$ cat config.mk
export PLATFORM = sky130hd
export DESIGN_NAME = scrr_ctrl
export DESIGN_NICKNAME = d
export VERILOG_FILES = /design/src/rtl/core/scrr_pkg.sv /design/src/rtl/core/scrr_ctrl.sv
export SDC_FILE = /design/constraint.sdc
export NUM_CORES = 1
export LEC_CHECK = 0
export ABC_AREA = 1
export BUFFER_PORTS_ARGS = -buffer_cell sky130_fd_sc_hd__buf_4
export CORE_AREA = 4 4 41 43
export CTS_CLUSTER_DIAMETER = 50
export DETAILED_ROUTE_END_ITERATION = 12
export DIE_AREA = 0 0 45 47
export PLACE_DENSITY_LB_ADDON = 0.15
export SYNTH_ARGS = -nofsm -noshare
export SYNTH_HDL_FRONTEND = slang
export SYNTH_SLANG_ARGS = --single-unit
$ cat constraint.sdc
create_clock -name aclk -period 2.7 [get_ports aclk]
set_clock_uncertainty 0.15 [all_clocks]
set_input_delay 0.135 -clock aclk [delete_from_list [all_inputs] [get_ports aclk]]
set_output_delay 0.135 -clock aclk [all_outputs]
set_load 0.05 [all_outputs]
$ cat src/rtl/core/scrr_pkg.sv
// shared types, constants and sample decoder for the stereo capture resample ring
`timescale 1ns / 1ps

package scrr_pkg;

    localparam int RING_FRAMES_DEF = 4096;
    localparam int READ_MAX_DEF    = 64;

    localparam int SAMPLE_W   = 24;
    localparam int CNT_W      = 7;
    localparam int STEP_W     = 20;
    localparam int PHASE_W    = 21;
    localparam int DROP_W     = 16;
    localparam int CFG_IDX_W  = 2;
    localparam int CFG_DATA_W = 20;

    localparam logic [PHASE_W-1:0] PHASE_ONE = PHASE_W'(65536);
    localparam logic [STEP_W-1:0]  STEP_RST  = STEP_W'(65536);
    localparam logic [DROP_W-1:0]  DROP_MAX  = '1;

    localparam logic signed [SAMPLE_W-1:0] Q23_MAX = 24'sh7FFFFF;
    localparam logic signed [SAMPLE_W-1:0] Q23_MIN = 24'sh800000;

    localparam logic [CFG_IDX_W-1:0] CFG_SAMPLE_FORMAT = 2'd0;
    localparam logic [CFG_IDX_W-1:0] CFG_STEREO_INPUT  = 2'd1;
    localparam logic [CFG_IDX_W-1:0] CFG_RATE_STEP     = 2'd2;

    localparam logic [1:0] FMT_INT16   = 2'd0;
    localparam logic [1:0] FMT_INT24   = 2'd1;
    localparam logic [1:0] FMT_INT32   = 2'd2;
    localparam logic [1:0] FMT_FLOAT32 = 2'd3;

    localparam logic KIND_SOURCE = 1'b0;
    localparam logic KIND_READ   = 1'b1;

    typedef struct packed {
        logic             kind;
        logic [31:0]      left_raw;
        logic [31:0]      right_raw;
        logic             silent;
        logic [CNT_W-1:0] read_count;
    } in_item_t;

    typedef struct packed {
        logic signed [SAMPLE_W-1:0] left_sample;
        logic signed [SAMPLE_W-1:0] right_sample;
        logic                       is_padding;
        logic                       last;
        logic [DROP_W-1:0]          drop_count;
    } out_item_t;

    typedef struct packed {
        logic capture;
        logic decode;
        logic rd_setup;
        logic write_frame;
        logic phase_wrap;
        logic emit_pad;
        logic rd_issue;
        logic rd_load;
    } cmd_t;

    typedef struct packed {
        logic is_read;
        logic want_zero;
        logic phase_low;
        logic pad_pending;
        logic beats_one;
        logic out_free;
    } sts_t;

    function automatic logic signed [SAMPLE_W-1:0] decode_word(input logic [31:0] raw,
                                                             input logic [1:0] fmt);
        logic [7:0]                 expo;
        logic [7:0]                 shift;
        logic [SAMPLE_W-1:0]        mag;
        logic signed [SAMPLE_W-1:0] res;
        expo  = raw[30:23];
        shift = 8'd127 - expo;
        mag   = '0;
        res   = '0;
        unique case (fmt)
            FMT_INT16: res = {raw[15:0], 8'h00};
            FMT_INT24: res = raw[23:0];
            FMT_INT32: res = raw[31:8];
            FMT_FLOAT32: begin
                if (expo == 8'hFF && raw[22:0] != 23'd0) begin
                    res = '0;
                end else if (expo >= 8'd127) begin
                    res = raw[31] ? Q23_MIN : Q23_MAX;
                end else if (expo == 8'd0) begin
                    res = '0;
                end else begin
                    mag = (shift >= 8'd24) ? '0 : ({1'b1, raw[22:0]} >> shift);
                    res = raw[31] ? -mag : mag;
                end
            end
        endcase
        return res;
    endfunction

endpackage

$ cat src/rtl/core/scrr_ctrl.sv
// controller state machine for the stereo capture resample ring
`timescale 1ns / 1ps

module scrr_ctrl
    import scrr_pkg::*;
(
    input  logic aclk,
    input  logic aresetn,
    input  logic s_valid,
    output logic s_ready,
    input  sts_t sts,
    output cmd_t cmd
);

    typedef enum logic [5:0] {
        ST_IDLE     = 6'b000001,
        ST_DISPATCH = 6'b000010,
        ST_WRITE    = 6'b000100,
        ST_RD_RUN   = 6'b001000,
        ST_RD_LOAD  = 6'b010000,
        ST_UNUSED   = 6'b100000
    } state_t;

    state_t state_reg;
    state_t state_next;

    always_ff @(posedge aclk) begin
        if (!aresetn) begin
            state_reg <= ST_IDLE;
        end else begin
            state_reg <= state_next;
        end
    end

    always_comb begin
        state_next = state_reg;
        cmd        = '0;
        s_ready    = 1'b0;
        unique case (state_reg)
            ST_IDLE: begin
                s_ready = 1'b1;
                if (s_valid) begin
                    cmd.capture = 1'b1;
                    state_next  = ST_DISPATCH;
                end
            end
            ST_DISPATCH: begin
                if (sts.is_read) begin
                    if (sts.want_zero) begin
                        state_next = ST_IDLE;
                    end else begin
                        cmd.rd_setup = 1'b1;
                        state_next   = ST_RD_RUN;
                    end
                end else begin
                    cmd.decode = 1'b1;
                    state_next = ST_WRITE;
                end
            end
            ST_WRITE: begin
                if (sts.phase_low) begin
                    cmd.write_frame = 1'b1;
                end else begin
                    cmd.phase_wrap = 1'b1;
                    state_next     = ST_IDLE;
                end
            end
            ST_RD_RUN: begin
                if (sts.out_free) begin
                    if (sts.pad_pending) begin
                        cmd.emit_pad = 1'b1;
                        if (sts.beats_one) begin
                            state_next = ST_IDLE;
                        end
                    end else begin
                        cmd.rd_issue = 1'b1;
                        state_next   = ST_RD_LOAD;
                    end
                end
            end
            ST_RD_LOAD: begin
                cmd.rd_load = 1'b1;
                state_next  = sts.beats_one ? ST_IDLE : ST_RD_RUN;
            end
            default: begin
                state_next = ST_IDLE;
            end
        endcase
    end

endmodule

==> report_table.html <==
<table>
<tr><th>Metric</th><th>Value</th></tr>
<tr><th colspan="2">Final layout</th></tr>
<tr><td>Largest register FFs</td><td>5</td></tr>
<tr><td>Design Area, Final</td><td>579.3 um2</td></tr>
<tr><td>Share of post-route cells with drive strength above 1</td><td>27.47%</td></tr>
<tr><td>Growth of design area from synthesis to finish</td><td>46.06%</td></tr>
<tr><td>Layout fillers</td><td>157</td></tr>
<tr><td>Final net count</td><td>101</td></tr>
<tr><td>Number of antenna repair diodes</td><td>0</td></tr>
<tr><th colspan="2">Placed design</th></tr>
<tr><td>Routability congestion estimate from global placement</td><td>0.7343</td></tr>
<tr><td>Hpwl dp</td><td>886.9 um</td></tr>
<tr><td>Worst slack after detailed placement</td><td>1.276 ns</td></tr>
<tr><td>Input/output buffers</td><td>17</td></tr>
<tr><td>Instance area at placement</td><td>543.0 um2</td></tr>
<tr><th colspan="2">STA</th></tr>
<tr><td>Count of endpoints failing setup in the final report</td><td>0</td></tr>
<tr><td>Pins over their slew limit</td><td>0</td></tr>
<tr><td>Setup repair after global routing missed its margin</td><td>no</td></tr>
<tr><td>Final hold viol count</td><td>0</td></tr>
<tr><td>Pin slew with the least headroom to its limit</td><td>0.2527 ns</td></tr>
<tr><td>Post-layout worst setup margin</td><td>1.027 ns</td></tr>
<tr><td>Clock period minus final worst setup slack</td><td>1.673 ns</td></tr>
<tr><td>Worst slew margin</td><td>83.09%</td></tr>
<tr><td>Final period util</td><td>61.95%</td></tr>
<tr><td>Highest Clock Rate</td><td>597.9 MHz</td></tr>
<tr><td>Final TNS setup</td><td>0 ns</td></tr>
<tr><th colspan="2">Global route</th></tr>
<tr><td>Pin count of the biggest net entering global routing</td><td>7</td></tr>
<tr><td>Initial antenna violation count</td><td>0</td></tr>
<tr><td>Via count of the first global-routing pass</td><td>433</td></tr>
<tr><td>Grt total ovfl</td><td>0</td></tr>
<tr><td>First-pass GRT wire length</td><td>1.759 mm</td></tr>
<tr><td>Total global-route track usage</td><td>12.02%</td></tr>
<tr><th colspan="2">Yosys</th></tr>
<tr><td>Most numerous cell in the Yosys netlist</td><td>sky130_fd_sc_hd__nor2_1</td></tr>
<tr><td>Number of enable-type register cells in the synthesized netlist</td><td>0</td></tr>
<tr><td>Post-synthesis instance total</td><td>69</td></tr>
<tr><td>Share of the synthesized area in the top cell type</td><td>25.24%</td></tr>
<tr><td>Syn Area/Cell</td><td>5.748 um2</td></tr>
<tr><td>Yosys synthesis warning count</td><td>0</td></tr>
<tr><td>Nets in the synthesized netlist</td><td>78</td></tr>
<tr><td>Post-synth top flop</td><td>sky130_fd_sc_hd__dfxtp_1</td></tr>
<tr><td>Top cell type by total area after synthesis</td><td>sky130_fd_sc_hd__dfxtp_1</td></tr>
<tr><td>Sequential area share after synthesis</td><td>25.24%</td></tr>
<tr><td>Number of flip-flops and latches in the synthesized netlist</td><td>5</td></tr>
<tr><td>Yosys cell types</td><td>13</td></tr>
<tr><td>Cell Area, Synth</td><td>396.6 um2</td></tr>
<tr><td>Commonest cells post-synth</td><td>sky130_fd_sc_hd__nor2_1, sky130_fd_sc_hd__inv_1, sky130_fd_sc_hd__nand2_1</td></tr>
<tr><td>Synth area leaders</td><td>sky130_fd_sc_hd__dfxtp_1, sky130_fd_sc_hd__nor2_1, sky130_fd_sc_hd__inv_1, sky130_fd_sc_hd__nand2_1, sky130_fd_sc_hd__nand4_1</td></tr>
<tr><td>Async set or reset register ratio after synthesis</td><td>0%</td></tr>
<tr><th colspan="2">Critical path</th></tr>
<tr><td>Critical setup path kind</td><td>flip-flop to output pin</td></tr>
<tr><td>Critical Path RT</td><td>2.41 ns</td></tr>
<tr><td>Nature of the critical path startpoint</td><td>flip-flop</td></tr>
<tr><td>Critical path's largest stage delay</td><td>0.32 ns</td></tr>
<tr><td>Most frequent cell on the critical path</td><td>sky130_fd_sc_hd__nand2_1</td></tr>
<tr><td>Largest fanout of any net on the critical path</td><td>4</td></tr>
<tr><td>Cell-by-cell listing of the critical path</td><td>inv_1 -&gt; nand2_1 -&gt; nor2_1 -&gt; nand2_1 -&gt; nor3_1 -&gt; buf_4</td></tr>
<tr><td>Length in cells of the worst reg-to-reg path</td><td>8</td></tr>
<tr><td>Critical path endpoint category</td><td>output pin</td></tr>
<tr><td>Highest-delay cell along the critical path</td><td>sky130_fd_sc_hd__dfxtp_1</td></tr>
<tr><td>Critical path data arrival time</td><td>1.39 ns</td></tr>
<tr><th colspan="2">Clock network</th></tr>
<tr><td>CTS clock-pin slew for the worst setup and hold paths</td><td>0.04 ns</td></tr>
<tr><td>Number of clock sinks seen by CTS</td><td>5</td></tr>
<tr><td>Clock latency of the later-clocked register in the worst-skew pair</td><td>0.24 ns</td></tr>
<tr><td>Num CTS Buffers</td><td>3</td></tr>
<tr><td>Clock Path Buffers</td><td>2</td></tr>
<tr><td>TritonCTS clock tree</td><td>yes</td></tr>
<tr><td>Cell chosen for the clock root</td><td>sky130_fd_sc_hd__clkbuf_4</td></tr>
<tr><td>H-tree levels</td><td>1</td></tr>
<tr><td>Count of cells resized by post-cts repair</td><td>0</td></tr>
<tr><th colspan="2">Routing</th></tr>
<tr><td>Post-DR wirelength/cell</td><td>9.613 um</td></tr>
<tr><td>Vias/cell</td><td>4.509</td></tr>
<tr><td>Number of vias in the routed layout</td><td>478</td></tr>
<tr><td>Post-Route WL</td><td>1.019 mm</td></tr>
<tr><td>Router iterations before antenna repair</td><td>4</td></tr>
<tr><td>Remaining antenna violation count</td><td>0</td></tr>
<tr><td>Count of routing violations after the opening detailed-route iteration</td><td>14</td></tr>
<tr><td>Number of remaining DRC errors</td><td>0</td></tr>
<tr><th colspan="2">Die</th></tr>
<tr><td>Die width</td><td>45 um</td></tr>
<tr><td>Initial Utilization</td><td>30.48%</td></tr>
<tr><td>Core footprint</td><td>1301 um2</td></tr>
<tr><td>Die Y</td><td>47 um</td></tr>
<tr><td>Ports</td><td>18</td></tr>
<tr><td>Num rows</td><td>13</td></tr>
<tr><td>Die area</td><td>2115 um2</td></tr>
<tr><th colspan="2">Job</th></tr>
<tr><td>Count of maximum capacitance violations</td><td>0</td></tr>
<tr><th colspan="2">Power</th></tr>
<tr><td>Switching power as a share of total power</td><td>41.72%</td></tr>
<tr><td>Largest voltage drop on the vdd net</td><td>317.1 uV</td></tr>
<tr><td>Sequential share of power</td><td>28.7%</td></tr>
<tr><td>Design internal power</td><td>184.9 uW</td></tr>
<tr><td>Part of the power in combinational logic</td><td>44.8%</td></tr>
<tr><td>Sw Pwr</td><td>132.3 uW</td></tr>
<tr><td>Leakage</td><td>0.0003404 uW</td></tr>
<tr><td>Share of total power in the clock network</td><td>26.5%</td></tr>
<tr><td>Power density relative to cell area</td><td>547.6 nW/um2</td></tr>
<tr><th colspan="2">Min path</th></tr>
<tr><td>Hold Crit Class</td><td>primary input to flip-flop</td></tr>
<tr><td>Hold Path Cell Cnt</td><td>3</td></tr>
<tr><th colspan="2">Status</th></tr>
<tr><td>Run status</td><td>finished, final reports clean</td></tr>
</table>
==> metrics by stage <==
stage               total power (uW)  hold slack [ns]  util [%]  instances
floorplan                      192.9           0.1028         -         69
global placement               234.7           0.2561     41.73        101
detailed placement             234.1           0.2458     41.73        101
CTS                            323.2          0.01811     44.52        106
global route                   344.6          0.05104     44.52        106
finish                         317.2          0.02706     44.52        106
==> final cells by class <==
| type | instances | area, um2 | share of cell area [%] |
|---|---|---|---|
| clock buffers | 4 | 26.28 | 4.536 |
| inverters | 15 | 56.30 | 9.719 |
| multi-input cells | 49 | 240.2 | 41.47 |
| flip-flops and latches | 5 | 100.1 | 17.28 |
| well taps | 15 | 18.77 | 3.240 |
| repair buffers | 18 | 137.6 | 23.76 |
==> worst max-delay path, delay by kind of cell, from the launching register on <==
| kind | cells | cell delay, ns |
|---|---|---|
| flip-flops | 1 | 0.32 |
| AND/OR/NAND/NOR | 4 | 0.54 |
| buffers and inverters | 2 | 0.30 |
==> routing by layer <==
layer  vias up  GRT usage [%]  wire length, um
met3         2          3.831              115
met4         0          8.772                9
met2        15          19.49              465
met1       203          13.21              428
li1        258              -                -
met5         -              0                0
==> power by group through the flow <==
stage | combinational [uW] | sequential, uW | clock, uW
3_3_place_gp | 142 | 92.4 | 0
2_1_floorplan | 102 | 90.9 | 0
4_1_cts | 143 | 91.1 | 88.8
3_5_place_dp | 142 | 92.3 | 0
6_report | 142 | 91.1 | 84.1
5_1_grt | 158 | 92.7 | 93.8
==> cells in the final DEF, fill, tap and decap left out <==
| cell | Yosys | routed |
|---|---|---|
| sky130_fd_sc_hd__o21a_1 | 1 | 1 |
| sky130_fd_sc_hd__nand3_2 | 1 | 1 |
| sky130_fd_sc_hd__nor2_2 | 2 | 2 |
| sky130_fd_sc_hd__dlygate4sd3_1 | 0 | 1 |
| sky130_fd_sc_hd__inv_1 | 15 | 15 |
| sky130_fd_sc_hd__nand4_1 | 5 | 5 |
| sky130_fd_sc_hd__nand3_1 | 6 | 6 |
| sky130_fd_sc_hd__buf_4 | 0 | 17 |
| sky130_fd_sc_hd__dfxtp_1 | 5 | 5 |
| sky130_fd_sc_hd__clkbuf_1 | 0 | 1 |
| sky130_fd_sc_hd__nor3b_1 | 1 | 1 |
| sky130_fd_sc_hd__clkbuf_4 | 0 | 3 |
| sky130_fd_sc_hd__nor2_4 | 2 | 2 |
| sky130_fd_sc_hd__nand2_1 | 13 | 13 |
| sky130_fd_sc_hd__nor3_1 | 1 | 1 |
| sky130_fd_sc_hd__o21ai_0 | 1 | 1 |
| sky130_fd_sc_hd__nor2_1 | 16 | 16 |
==> path summary, 6_finish.rpt <==
kind,to,slack (ns),start
max reg2reg,state_reg[0],1.34,state_reg[0]
max,cmd[1],1.03,state_reg[0]
min reg2reg,state_reg[3],0.41,state_reg[3]
min,state_reg[1],0.03,s_valid
==> kinds of logic after synthesis <==
logic type	share of synthesized area (%)
AND/OR/NAND/NOR	57.41
buffers and inverters	14.19
flip-flops	25.24
AO/OA/AOI/OAI	3.154
==> what timing repair did <==
action                    in CTS  in global routing
hold endpoints to repair       2                  0
hold buffers                   1                  0
setup buffers                  0                  0
Note: power is estimated with default switching activity, not from simulation.
